File: config.mk
export PLATFORM = sky130hd
export DESIGN_NAME = epoch_seconds_to_civil_date
export DESIGN_NICKNAME = d
export VERILOG_FILES = /design/src/hw/rtl/escd_pkg.sv /design/src/hw/rtl/escd_day_split.sv /design/src/hw/rtl/escd_time_of_day.sv /design/src/hw/rtl/escd_calendar.sv /design/src/hw/rtl/epoch_seconds_to_civil_date.sv
export VERILOG_INCLUDE_DIRS = /design/src /design/src/hw/rtl
export SDC_FILE = /design/constraint.sdc
export NUM_CORES = 2
export LEC_CHECK = 0
export CAP_MARGIN = 15
export CORE_MARGIN = 2
export CORE_UTILIZATION = 55
export CTS_CLUSTER_DIAMETER = 30
export DETAILED_ROUTE_END_ITERATION = 16
export DONT_BUFFER_PORTS = 1
export GPL_ROUTABILITY_DRIVEN = 0
export PLACE_DENSITY = 0.81
export SETUP_SLACK_MARGIN = 0.05
export SYNTH_ARGS = -nofsm -noshare
export SYNTH_HDL_FRONTEND = slang
export SYNTH_SLANG_ARGS = --single-unit
File: constraint.sdc
create_clock -name clk -period 20.3 [get_ports clk]
set_clock_uncertainty 0.1 [all_clocks]
set_input_delay 2.03 -clock clk [delete_from_list [all_inputs] [get_ports clk]]
set_output_delay 2.03 -clock clk [all_outputs]
set_load 0.02 [all_outputs]
File: src/hw/rtl/epoch_seconds_to_civil_date_macros.svh
// ============================================================================
// Assertion macros for the epoch seconds to civil date converter
// Shared concurrent assertion forms, clocked by clk and disabled during reset.
// ============================================================================
`ifndef EPOCH_SECONDS_TO_CIVIL_DATE_MACROS_SVH
`define EPOCH_SECONDS_TO_CIVIL_DATE_MACROS_SVH

// The condition holds at every clock edge outside reset.
`define ESCD_ASSERT_ALWAYS(lbl, cond, msg) \
    lbl: assert property (@(posedge clk) disable iff (!rst_n) (cond)) else $error(msg);

// Whenever the antecedent holds, the consequent holds in the same cycle.
`define ESCD_ASSERT_IMPLY(lbl, ante, cons, msg) \
    lbl: assert property (@(posedge clk) disable iff (!rst_n) (ante) |-> (cons)) \
        else $error(msg);

`endif

File: src/hw/rtl/escd_pkg.sv
// ============================================================================
// Epoch seconds to civil date package
// Widths, conversion constants, reciprocal multipliers and shared types.
// ============================================================================
package escd_pkg;

    localparam int IN_W   = 64;
    localparam int OUT_W  = 48;
    localparam int T_W    = 38;
    localparam int DAY_W  = 22;
    localparam int SOD_W  = 17;
    localparam int YEAR_W = 14;

    localparam logic [63:0] SECS_PER_DAY = 64'd86400;
    localparam logic [63:0] MAX_DAYS     = 64'd2932896;
    localparam logic [63:0] SAT_LIMIT    = (MAX_DAYS + 64'd1) * SECS_PER_DAY;
    localparam logic [T_W-1:0] SAT_T     = T_W'(SAT_LIMIT - 64'd1);

    // 86400 = 675 * 128, so the day split is a shift followed by a division by 675.
    localparam int DAY_LOW_W = 7;
    localparam int DAY_SHIFT = 41;
    localparam logic [63:0] DAY_DIV = 64'd675;
    localparam logic [31:0] DAY_MUL =
        32'(((64'd1 << DAY_SHIFT) + DAY_DIV - 64'd1) / DAY_DIV);

    localparam int HOUR_SHIFT = 29;
    localparam logic [63:0] SECS_PER_HOUR = 64'd3600;
    localparam logic [17:0] HOUR_MUL =
        18'(((64'd1 << HOUR_SHIFT) + SECS_PER_HOUR - 64'd1) / SECS_PER_HOUR);

    localparam int MIN_SHIFT = 18;
    localparam logic [63:0] SECS_PER_MIN = 64'd60;
    localparam logic [12:0] MIN_MUL =
        13'(((64'd1 << MIN_SHIFT) + SECS_PER_MIN - 64'd1) / SECS_PER_MIN);

    localparam int WDAY_SHIFT = 25;
    localparam logic [63:0] DAYS_PER_WEEK = 64'd7;
    localparam logic [22:0] WDAY_MUL =
        23'(((64'd1 << WDAY_SHIFT) + DAYS_PER_WEEK - 64'd1) / DAYS_PER_WEEK);
    localparam logic [DAY_W-1:0] EPOCH_WDAY = 22'd4;

    localparam logic [DAY_W-1:0] MARCH_OFFSET = 22'd719468;
    localparam int YEAR_SHIFT = 49;
    localparam logic [63:0] DAYS_PER_400Y = 64'd146097;
    localparam logic [31:0] YEAR_MUL =
        32'(((64'd1 << YEAR_SHIFT) + DAYS_PER_400Y - 64'd1) / DAYS_PER_400Y);

    localparam int C100_SHIFT = 22;
    localparam logic [15:0] C100_MUL = 16'(((64'd1 << C100_SHIFT) + 64'd99) / 64'd100);

    localparam int MON_SHIFT = 21;
    localparam logic [8:0] MARCH_BASED_FEB = 9'd306;
    localparam logic [16:0] MON_MUL =
        17'(64'd10 * (((64'd1 << MON_SHIFT) + 64'd305) / 64'd306));

    typedef struct packed {
        logic [DAY_W-1:0] days;
        logic [SOD_W-1:0] sod;
    } day_split_t;

    typedef struct packed {
        logic [2:0] weekday;
        logic [4:0] hour;
        logic [5:0] minute;
        logic [5:0] second;
    } tod_t;

    typedef struct packed {
        logic [YEAR_W-1:0] year;
        logic [3:0]        month;
        logic [4:0]        day_of_month;
    } date_t;

    // First day of a March-based month, as 367 * m / 12 - 30.
    function automatic logic [8:0] month_offset(input logic [3:0] m);
        logic [8:0] off;
        case (m)
            4'd1:    off = 9'd0;
            4'd2:    off = 9'd31;
            4'd3:    off = 9'd61;
            4'd4:    off = 9'd92;
            4'd5:    off = 9'd122;
            4'd6:    off = 9'd153;
            4'd7:    off = 9'd184;
            4'd8:    off = 9'd214;
            4'd9:    off = 9'd245;
            4'd10:   off = 9'd275;
            4'd11:   off = 9'd306;
            4'd12:   off = 9'd337;
            default: off = 9'd0;
        endcase
        return off;
    endfunction

endpackage

File: src/hw/rtl/escd_day_split.sv
// ============================================================================
// Day split front end
// Clamps the signed count and splits it into a day number and second of day.
// ============================================================================
`include "epoch_seconds_to_civil_date_macros.svh"

module escd_day_split (
    input  logic                       clk,
    input  logic                       rst_n,
    input  logic                       en,
    input  logic                       in_valid,
    input  logic [escd_pkg::IN_W-1:0]  epoch_seconds,
    output logic                       out_valid,
    output escd_pkg::day_split_t       out_split
);

    localparam int STAGES = 4;
    localparam int U_W    = escd_pkg::T_W - escd_pkg::DAY_LOW_W;

    logic [STAGES-1:0] vld_reg;

    logic [escd_pkg::T_W-1:0]       t_reg, t_next;
    logic [62:0]                    prod_reg, prod_next;
    logic [U_W-1:0]                 u2_reg, u2_next;
    logic [escd_pkg::DAY_LOW_W-1:0] low2_reg, low2_next;
    logic [escd_pkg::DAY_W-1:0]     days3_reg, days3_next;
    logic [U_W-1:0]                 u3_reg, u3_next;
    logic [escd_pkg::DAY_LOW_W-1:0] low3_reg, low3_next;
    logic [escd_pkg::DAY_W-1:0]     days4_reg, days4_next;
    logic [escd_pkg::SOD_W-1:0]     sod4_reg, sod4_next;
    logic                           over;
    logic [U_W-1:0]                 rem_full;

    always_comb
    begin
        over = (|epoch_seconds[62:escd_pkg::T_W])
            || (epoch_seconds[escd_pkg::T_W-1:0] >= escd_pkg::T_W'(escd_pkg::SAT_LIMIT));
        if (epoch_seconds[63])
        begin
            t_next = '0;
        end
        else if (over)
        begin
            t_next = escd_pkg::SAT_T;
        end
        else
        begin
            t_next = epoch_seconds[escd_pkg::T_W-1:0];
        end

        u2_next   = t_reg[escd_pkg::T_W-1:escd_pkg::DAY_LOW_W];
        low2_next = t_reg[escd_pkg::DAY_LOW_W-1:0];
        prod_next = 63'(u2_next) * 63'(escd_pkg::DAY_MUL);

        days3_next = prod_reg[62:escd_pkg::DAY_SHIFT];
        u3_next    = u2_reg;
        low3_next  = low2_reg;

        rem_full   = u3_reg - U_W'(days3_reg) * U_W'(escd_pkg::DAY_DIV);
        days4_next = days3_reg;
        sod4_next  = {rem_full[9:0], low3_reg};
    end

    always_ff @(posedge clk or negedge rst_n)
    begin
        if (!rst_n)
        begin
            vld_reg <= '0;
        end
        else if (en)
        begin
            vld_reg <= {vld_reg[STAGES-2:0], in_valid};
        end
    end

    always_ff @(posedge clk)
    begin
        if (en)
        begin
            t_reg     <= t_next;
            prod_reg  <= prod_next;
            u2_reg    <= u2_next;
            low2_reg  <= low2_next;
            days3_reg <= days3_next;
            u3_reg    <= u3_next;
            low3_reg  <= low3_next;
            days4_reg <= days4_next;
            sod4_reg  <= sod4_next;
        end
    end

    assign out_valid      = vld_reg[STAGES-1];
    assign out_split.days = days4_reg;
    assign out_split.sod  = sod4_reg;

    `ESCD_ASSERT_IMPLY(a_split_range, out_valid,
        (sod4_reg < escd_pkg::SOD_W'(escd_pkg::SECS_PER_DAY))
        && (days4_reg <= escd_pkg::DAY_W'(escd_pkg::MAX_DAYS)),
        "day split out of range")

endmodule

File: src/hw/rtl/escd_time_of_day.sv
// ============================================================================
// Time of day and weekday path
// Derives hour, minute, second and weekday from the day split.
// ============================================================================
`include "epoch_seconds_to_civil_date_macros.svh"

module escd_time_of_day (
    input  logic                  clk,
    input  logic                  rst_n,
    input  logic                  en,
    input  logic                  in_valid,
    input  escd_pkg::day_split_t  in_split,
    output logic                  out_valid,
    output escd_pkg::tod_t        out_tod
);

    localparam int STAGES = 8;

    logic [STAGES-1:0] vld_reg;

    logic [34:0]                hp_reg, hp_next;
    logic [44:0]                wp_reg, wp_next;
    logic [escd_pkg::DAY_W-1:0] x4_reg, x4_next;
    logic [escd_pkg::SOD_W-1:0] sod5_reg, sod5_next;

    logic [4:0]                 hour6_reg, hour6_next;
    logic [2:0]                 wday6_reg, wday6_next;
    logic [escd_pkg::SOD_W-1:0] sod6_reg, sod6_next;

    logic [11:0] rem7_reg, rem7_next;
    logic [4:0]  hour7_reg;
    logic [2:0]  wday7_reg;

    logic [24:0] mnp8_reg, mnp8_next;
    logic [11:0] rem8_reg;
    logic [4:0]  hour8_reg;
    logic [2:0]  wday8_reg;

    logic [5:0]  min9_reg, min9_next;
    logic [11:0] rem9_reg;
    logic [4:0]  hour9_reg;
    logic [2:0]  wday9_reg;

    escd_pkg::tod_t tod10_reg, tod10_next;
    escd_pkg::tod_t tod11_reg;
    escd_pkg::tod_t tod12_reg;

    logic [19:0]                q7;
    logic [escd_pkg::DAY_W-1:0] wrem;
    logic [11:0]                sec_full;

    always_comb
    begin
        x4_next   = in_split.days + escd_pkg::EPOCH_WDAY;
        sod5_next = in_split.sod;
        hp_next   = 35'(in_split.sod) * 35'(escd_pkg::HOUR_MUL);
        wp_next   = 45'(x4_next) * 45'(escd_pkg::WDAY_MUL);

        q7         = wp_reg[44:escd_pkg::WDAY_SHIFT];
        wrem       = x4_reg - escd_pkg::DAY_W'(q7) * escd_pkg::DAY_W'(escd_pkg::DAYS_PER_WEEK);
        wday6_next = wrem[2:0];
        hour6_next = hp_reg[escd_pkg::HOUR_SHIFT+4:escd_pkg::HOUR_SHIFT];
        sod6_next  = sod5_reg;

        rem7_next = 12'(sod6_reg - escd_pkg::SOD_W'(hour6_reg)
                    * escd_pkg::SOD_W'(escd_pkg::SECS_PER_HOUR));

        mnp8_next = 25'(rem7_reg) * 25'(escd_pkg::MIN_MUL);

        min9_next = mnp8_reg[escd_pkg::MIN_SHIFT+5:escd_pkg::MIN_SHIFT];

        sec_full           = rem9_reg - 12'(min9_reg) * 12'(escd_pkg::SECS_PER_MIN);
        tod10_next.second  = sec_full[5:0];
        tod10_next.minute  = min9_reg;
        tod10_next.hour    = hour9_reg;
        tod10_next.weekday = wday9_reg;
    end

    always_ff @(posedge clk or negedge rst_n)
    begin
        if (!rst_n)
        begin
            vld_reg <= '0;
        end
        else if (en)
        begin
            vld_reg <= {vld_reg[STAGES-2:0], in_valid};
        end
    end

    always_ff @(posedge clk)
    begin
        if (en)
        begin
            hp_reg    <= hp_next;
            wp_reg    <= wp_next;
            x4_reg    <= x4_next;
            sod5_reg  <= sod5_next;
            hour6_reg <= hour6_next;
            wday6_reg <= wday6_next;
            sod6_reg  <= sod6_next;
            rem7_reg  <= rem7_next;
            hour7_reg <= hour6_reg;
            wday7_reg <= wday6_reg;
            mnp8_reg  <= mnp8_next;
            rem8_reg  <= rem7_reg;
            hour8_reg <= hour7_reg;
            wday8_reg <= wday7_reg;
            min9_reg  <= min9_next;
            rem9_reg  <= rem8_reg;
            hour9_reg <= hour8_reg;
            wday9_reg <= wday8_reg;
            tod10_reg <= tod10_next;
            tod11_reg <= tod10_reg;
            tod12_reg <= tod11_reg;
        end
    end

    assign out_valid = vld_reg[STAGES-1];
    assign out_tod   = tod12_reg;

    `ESCD_ASSERT_IMPLY(a_tod_range, out_valid,
        (tod12_reg.hour < 5'd24) && (tod12_reg.minute < 6'd60)
        && (tod12_reg.second < 6'd60) && (tod12_reg.weekday < 3'd7),
        "time of day out of range")

endmodule

File: src/hw/rtl/escd_calendar.sv
// ============================================================================
// Calendar date path
// Converts the day number to year, month and day of month through a
// March-based year estimate with a one-step correction.
// ============================================================================
`include "epoch_seconds_to_civil_date_macros.svh"

module escd_calendar (
    input  logic                  clk,
    input  logic                  rst_n,
    input  logic                  en,
    input  logic                  in_valid,
    input  escd_pkg::day_split_t  in_split,
    output logic                  out_valid,
    output escd_pkg::date_t       out_date
);

    localparam int STAGES = 8;
    localparam int YW     = escd_pkg::YEAR_W;

    logic [STAGES-1:0] vld_reg;

    logic [escd_pkg::DAY_W-1:0] d5_reg, d5_next;
    logic [30:0]                n5_reg, n5_next;
    logic [escd_pkg::DAY_W-1:0] d6_reg;
    logic [62:0]                yp6_reg, yp6_next;
    logic [escd_pkg::DAY_W-1:0] d7_reg;
    logic [YW-1:0]              y7_reg, y7_next;
    logic [escd_pkg::DAY_W-1:0] d8_reg;
    logic [YW-1:0]              y8_reg;
    logic [29:0]                c8_reg, c8_next;
    logic [22:0]                base8_reg, base8_next;
    logic [YW-1:0]              y9_reg;
    logic signed [10:0]         yday9_reg, yday9_next;
    logic                       leap9_reg, leap9_next;
    logic [8:0]                 yd10_reg, yd10_next;
    logic [YW-1:0]              yr10_reg, yr10_next;
    logic [8:0]                 yd11_reg;
    logic [YW-1:0]              yr11_reg;
    logic [3:0]                 mon11_reg, mon11_next;
    escd_pkg::date_t            date12_reg, date12_next;

    logic [escd_pkg::DAY_W-1:0] dp2;
    logic [7:0]                 h;
    logic [23:0]                ydw;
    logic [25:0]                mprod;
    logic [8:0]                 mday_full;

    always_comb
    begin
        d5_next = in_split.days + escd_pkg::MARCH_OFFSET;
        dp2     = d5_next + escd_pkg::DAY_W'(2);
        n5_next = 31'(dp2) * 31'd400;

        yp6_next = 63'(n5_reg) * 63'(escd_pkg::YEAR_MUL);

        y7_next = yp6_reg[62:escd_pkg::YEAR_SHIFT];

        c8_next    = 30'(y7_reg) * 30'(escd_pkg::C100_MUL);
        base8_next = 23'(y7_reg) * 23'd365 + 23'(y7_reg[YW-1:2]);

        h          = c8_reg[29:escd_pkg::C100_SHIFT];
        ydw        = 24'(d8_reg) - 24'(base8_reg) + 24'(h) - 24'(h[7:2]);
        yday9_next = ydw[10:0];
        leap9_next = (y8_reg[1:0] == 2'b00)
                  && ((y8_reg != YW'(h) * YW'(100)) || (h[1:0] == 2'b00));

        if (yday9_reg[10])
        begin
            yd10_next = 9'(11'(yday9_reg) + 11'd365 + 11'(leap9_reg));
            yr10_next = y9_reg - YW'(1);
        end
        else
        begin
            yd10_next = 9'(yday9_reg);
            yr10_next = y9_reg;
        end

        mprod      = 26'(yd10_reg + 9'd31) * 26'(escd_pkg::MON_MUL);
        mon11_next = mprod[escd_pkg::MON_SHIFT+3:escd_pkg::MON_SHIFT];

        mday_full                = yd11_reg - escd_pkg::month_offset(mon11_reg) + 9'd1;
        date12_next.day_of_month = mday_full[4:0];
        if (yd11_reg >= escd_pkg::MARCH_BASED_FEB)
        begin
            date12_next.year  = yr11_reg + YW'(1);
            date12_next.month = mon11_reg - 4'd10;
        end
        else
        begin
            date12_next.year  = yr11_reg;
            date12_next.month = mon11_reg + 4'd2;
        end
    end

    always_ff @(posedge clk or negedge rst_n)
    begin
        if (!rst_n)
        begin
            vld_reg <= '0;
        end
        else if (en)
        begin
            vld_reg <= {vld_reg[STAGES-2:0], in_valid};
        end
    end

    always_ff @(posedge clk)
    begin
        if (en)
        begin
            d5_reg     <= d5_next;
            n5_reg     <= n5_next;
            d6_reg     <= d5_reg;
            yp6_reg    <= yp6_next;
            d7_reg     <= d6_reg;
            y7_reg     <= y7_next;
            d8_reg     <= d7_reg;
            y8_reg     <= y7_reg;
            c8_reg     <= c8_next;
            base8_reg  <= base8_next;
            y9_reg     <= y8_reg;
            yday9_reg  <= yday9_next;
            leap9_reg  <= leap9_next;
            yd10_reg   <= yd10_next;
            yr10_reg   <= yr10_next;
            yd11_reg   <= yd10_reg;
            yr11_reg   <= yr10_reg;
            mon11_reg  <= mon11_next;
            date12_reg <= date12_next;
        end
    end

    assign out_valid = vld_reg[STAGES-1];
    assign out_date  = date12_reg;

    `ESCD_ASSERT_IMPLY(a_date_range, out_valid,
        (date12_reg.month >= 4'd1) && (date12_reg.month <= 4'd12)
        && (date12_reg.day_of_month >= 5'd1)
        && (date12_reg.year >= YW'(1970)) && (date12_reg.year <= YW'(9999)),
        "calendar date out of range")

endmodule

File: src/hw/rtl/epoch_seconds_to_civil_date.sv
// ============================================================================
// Epoch seconds to civil date converter
// Turns a signed count of seconds since 1970-01-01 UTC into calendar fields.
// ============================================================================
// Input stream: one 64-bit signed second count per transaction on s_tdata.
// Negative counts give 1970-01-01 00:00:00; counts past 9999-12-31 23:59:59
// give that instant.
// Output stream: one transaction per input with second, minute, hour, day of
// month, month, year and weekday (Sunday is 0) packed into m_tdata.
// The pipeline has 12 register stages. Four stages split the count into days
// and second of day, then eight stages run the time of day and the calendar
// date side by side. No stage chains more than one multiply.
// Throughput is one transaction per cycle while m_tready is high.
// When the receiver stalls, the whole pipeline holds and s_tready drops
// until the output transaction is taken; nothing is dropped or repeated.
// Reset empties the pipeline; no output is valid until new input arrives.
// ============================================================================
`include "epoch_seconds_to_civil_date_macros.svh"

module epoch_seconds_to_civil_date (
    input  logic                       clk,
    input  logic                       rst_n,
    input  logic                       s_tvalid,
    output logic                       s_tready,
    input  logic [escd_pkg::IN_W-1:0]  s_tdata,  // [63:0] epoch_seconds
    output logic                       m_tvalid,
    input  logic                       m_tready,
    // [5:0] second, [11:6] minute, [16:12] hour, [21:17] day_of_month,
    // [25:22] month, [39:26] year, [42:40] weekday, [47:43] zero
    output logic [escd_pkg::OUT_W-1:0] m_tdata
);

    logic                 en;
    logic                 split_valid;
    escd_pkg::day_split_t split;
    logic                 tod_valid;
    escd_pkg::tod_t       tod;
    logic                 date_valid;
    escd_pkg::date_t      date;

    assign en       = !m_tvalid || m_tready;
    assign s_tready = en;

    escd_day_split u_day_split (
        .clk           (clk),
        .rst_n         (rst_n),
        .en            (en),
        .in_valid      (s_tvalid),
        .epoch_seconds (s_tdata),
        .out_valid     (split_valid),
        .out_split     (split)
    );

    escd_time_of_day u_time_of_day (
        .clk       (clk),
        .rst_n     (rst_n),
        .en        (en),
        .in_valid  (split_valid),
        .in_split  (split),
        .out_valid (tod_valid),
        .out_tod   (tod)
    );

    escd_calendar u_calendar (
        .clk       (clk),
        .rst_n     (rst_n),
        .en        (en),
        .in_valid  (split_valid),
        .in_split  (split),
        .out_valid (date_valid),
        .out_date  (date)
    );

    assign m_tvalid = date_valid;
    assign m_tdata  = {5'd0, tod.weekday, date.year, date.month, date.day_of_month,
                       tod.hour, tod.minute, tod.second};

    `ESCD_ASSERT_ALWAYS(a_paths_aligned, tod_valid == date_valid,
        "time and date paths out of step")

    `ESCD_ASSERT_IMPLY(a_stall_blocks_input, m_tvalid && !m_tready, !s_tready,
        "input taken while output stalled")

endmodule
==> results.py <==
metrics = {
    "run_status": {
        "outcome": "finished, final reports clean",
    },
    "clock_tree": {
        "clockBufferDepth": 3,
        "cts_repair_resize_count": 0,
        "cts.htree.levels": 3,
        "tritoncts_num_sinks": 561,
        "clk_pin_slew_ns": 0.06,
        "clk-insertion-delay-late_ns": 0.77,
        "cts_setup_buffers": 0,
        "numCtsBuffers": 114,
        "cts_hold_buf": 0,
        "cts_tree": "built",
        "root_buffer": "clkbuf_16",
    },
    "global_route": {
        "grt_pass1_vias": 46400,
        "grt_pass1_wl_um": 239000,
        "globalRoute.totalOverflow": 0,
        "grt_start_max_net_pins": 167,
        "antenna_found_initial": 0,
        "grt_use_total": 0.244,
    },
    "layout": {
        "layout.nets": 8298,
        "largest_register_ffs": 38,
        "n_fill_cell": 9123,
        "drive_gt1_frac": 0.0414,
        "area_growth_pct": 9.13,
    },
    "drt": {
        "drt_iter0_markers": 2795,
        "ant_nets": 0,
        "drt_first_pass_iters": 5,
        "dr_wl_met3_um": 10500,
        "route.met2.wl_um": 73400,
        "routed_wl_um": 147000,
        "dr.max_layer_used": "met4",
        "wl_met1_um": 56100,
        "vias": 41200,
        "drc": 0,
        "wl_per_cell_um": 19.2,
        "viasPerCell": 5.39,
    },
    "die": {
        "num_io_pins": 118,
        "row_count": 128,
        "dieHeight_um": 353,
        "die_area_um2": 125000,
        "start_util": 0.552,
        "die_w_um": 353,
        "coreArea_um2": 121000,
    },
    "sta": {
        "maxSlewViolCount": 0,
        "maxSlewHeadroom": 0.267,
        "tightest_slew_ns": 1.07,
        "rsz0062_at_grt": "false",
        "hold_viol_final": 0,
        "finalSetupViolations": 0,
        "final.setup.tns_ns": 0,
        "fin_crit_ns": 8.01,
        "fin_crit_sh": 0.395,
        "fmax_mhz": 125,
    },
    "placed_design": {
        "portBuffers": 0,
        "dp_hpwl_um": 122000,
    },
    "worst_hold_path": {
        "hp-start": "u_calendar.yp6_reg[54]",
        "worstHoldPathCells": 0,
        "worstHoldEndpoint": "u_calendar.y7_reg[5]",
        "hold_path.class": "reg2reg",
    },
    "setup_path": {
        "worstSetupPathType": "reg2reg",
        "regToRegStartpoint": "u_day_split.t_reg[24]",
        "crit_slowest_cell": "edfxtp_1",
        "crit_path_max_fanout": 9,
        "end_kind": "flip-flop",
        "crit_path_max_incr_delay_ns": 0.61,
        "cp_common_cell": "fa_1",
        "crit_family": "adder cells",
        "r2r_cells": 23,
        "r2r_end": "u_day_split.prod_reg[61]",
        "crit_required_ns": 20.68,
        "path_cells": "ha_1 -> fa_1 -> inv_1 -> fa_1 -> fa_1 -> fa_1 -> inv_1 -> fa_1 -> fa_1 -> inv_1 -> fa_1 -> inv_1 -> ha_1 -> and4_1 -> nand4_1 -> a2111oi_0 -> o21a_1 -> o21ai_0 -> a211oi_1 -> a21oi_1 -> o21ai_0 -> a21oi_1 -> xnor2_1",
        "crit_buf_inv": 4,
        "arrival_ns": 8.39,
        "r2r_slack_ns": 12.29,
        "start_kind": "flip-flop",
    },
    "yosys": {
        "syn_area_um2": 67000,
        "yosys.area.top_type": "fa_1",
        "ys_seq_area_frac": 0.250,
        "synth_mux_area_frac": 0.00131,
        "synth-edff-count": 544,
        "synth_xor_area_frac": 0.0374,
        "synth_simple_gate_area_frac": 0.0402,
        "synth-main-ff-cell": "edfxtp_1",
        "synth_top_family_by_area": "adder cells",
        "synth_adder_area_share": 0.535,
        "yosys-top-cells-area": "fa_1, ha_1, edfxtp_1, inv_1, xnor2_1",
        "synth_top_area_share": 0.277,
        "synth_warnings": 0,
        "syn_avg_cell_area_um2": 11.5,
        "synth_cells": 5823,
        "ys_ff_latch": 561,
        "synthArstFlopShare": 0.0214,
        "synth.distinct_cells": 81,
        "synth-compound-area-share": 0.0412,
    },
    "flow_run": {
        "cap_viol_max_count": 0,
    },
}
[layer usage]
layer | vias up | global-route usage
li1 | 18900 | -
met1 | 20500 | 0.290
met2 | 1464 | 0.427
met3 | 449 | 0.0531
met4 | 0 | 0.103
met5 | - | 0
[synthesized netlist by cell type (all sizes together) (6+ instances only)]
| library cell | instances |
|---|---|
| inv | 1664 |
| or2 | 8 |
| a21o | 93 |
| o21bai | 20 |
| nand2 | 128 |
| ha | 1381 |
| xnor2 | 191 |
| nand4 | 39 |
| and2 | 22 |
| nor2 | 154 |
| o21ai | 64 |
| dfrtp | 12 |
| a21boi | 6 |
| nor3 | 33 |
| nand2b | 22 |
| clkbuf | 14 |
| o31ai | 6 |
| a31oi | 12 |
| xor2 | 95 |
| nor4 | 12 |
| edfxtp | 544 |
| a21oi | 139 |
| o21a | 17 |
| fa | 927 |
| a2111oi | 8 |
| nand3 | 43 |
| and4 | 14 |
| and3 | 23 |
| o211ai | 7 |
| mux2 | 6 |
| a211oi | 11 |
| nor2b | 19 |
| buf | 16 |
[layout by cell type (no fill, tap or decap), types with 9 or more instances in the layout]
cell	Yosys	final
inv_1	1664	1663
ha_1	1381	1381
fa_1	927	927
edfxtp_1	544	544
xnor2_1	191	191
nor2_1	151	151
a21oi_1	139	139
nand2_1	127	127
clkbuf_16	0	114
xor2_1	95	95
a21o_1	93	93
o21ai_0	60	60
nand3_1	42	42
nand4_1	39	39
nor3_1	32	32
and3_1	23	23
inv_6	0	23
nand2b_1	22	22
and2_1	22	22
o21bai_1	20	20
nor2b_1	19	19
o21a_1	17	17
clkinvlp_4	0	15
and4_1	14	14
clkinv_4	0	14
bufinv_16	0	13
a31oi_1	12	12
nor4_1	12	12
dfrtp_1	12	12
a211oi_1	11	11
inv_8	0	9
[cell families after synthesis]
kind of cell | Yosys count
fa+ha+maj | 2308
buf+inv | 1694
flops | 561
simple gates | 540
compound gates | 425
xor+xnor | 286
mux | 8
other cells | 1
[stage by stage]
step           std cells  setup slack, ns  utilization  hold WS [ns]  cell area, µm²
3_5_place_dp        7431            12.38        0.569         0.305           69000
2_1_floorplan       5827            0.853            -         0.300           67000
5_1_grt             7646            11.90        0.602         0.275           73100
4_1_cts             7646            12.29        0.602         0.256           73100
6_report            7647            12.29        0.602         0.259           73100
3_3_place_gp        7431            12.52        0.569         0.300           69000
[worst register-to-register path: stages (launching register included)]
cell	delay, ns
edfxtp_1	0.61
ha_1	0.38
fa_1	0.52
inv_1	0.06
fa_1	0.49
fa_1	0.52
fa_1	0.50
inv_1	0.05
fa_1	0.50
fa_1	0.55
inv_1	0.07
fa_1	0.53
inv_1	0.04
ha_1	0.30
and4_1	0.26
nand4_1	0.19
a2111oi_0	0.34
o21a_1	0.24
o21ai_0	0.18
a211oi_1	0.46
a21oi_1	0.22
o21ai_0	0.35
a21oi_1	0.16
xnor2_1	0.15
[final cells by class]
cell class,count,area [µm²],area share
Multi-Input combinational cell,3572,43900,0.600
Tap cell,1625,2030,0.0278
Timing Repair Buffer,9,92.6,0.00127
Inverter,1664,6250,0.0855
Clock buffer,120,2880,0.0393
Clock inverter,95,1230,0.0168
Antenna cell,1,2.50,0.0000342
Sequential cell,561,16700,0.229
[worst max path at each step]
stage / from / endpoint / cells after the start
2_1_floorplan: m_tready / s_tready / 4
3_3_place_gp: u_day_split.t_reg[24] / u_day_split.prod_reg[61] / 23
3_5_place_dp: u_day_split.t_reg[24] / u_day_split.prod_reg[61] / 23
4_1_cts: u_day_split.t_reg[24] / u_day_split.prod_reg[61] / 23
5_1_grt: u_day_split.t_reg[24] / u_day_split.prod_reg[61] / 23
6_report: u_day_split.t_reg[24] / u_day_split.prod_reg[61] / 23
Power is left out: the tool's default activity adds up to more than one toggle a clock period on the data nets, which glitch-free logic cannot reach.
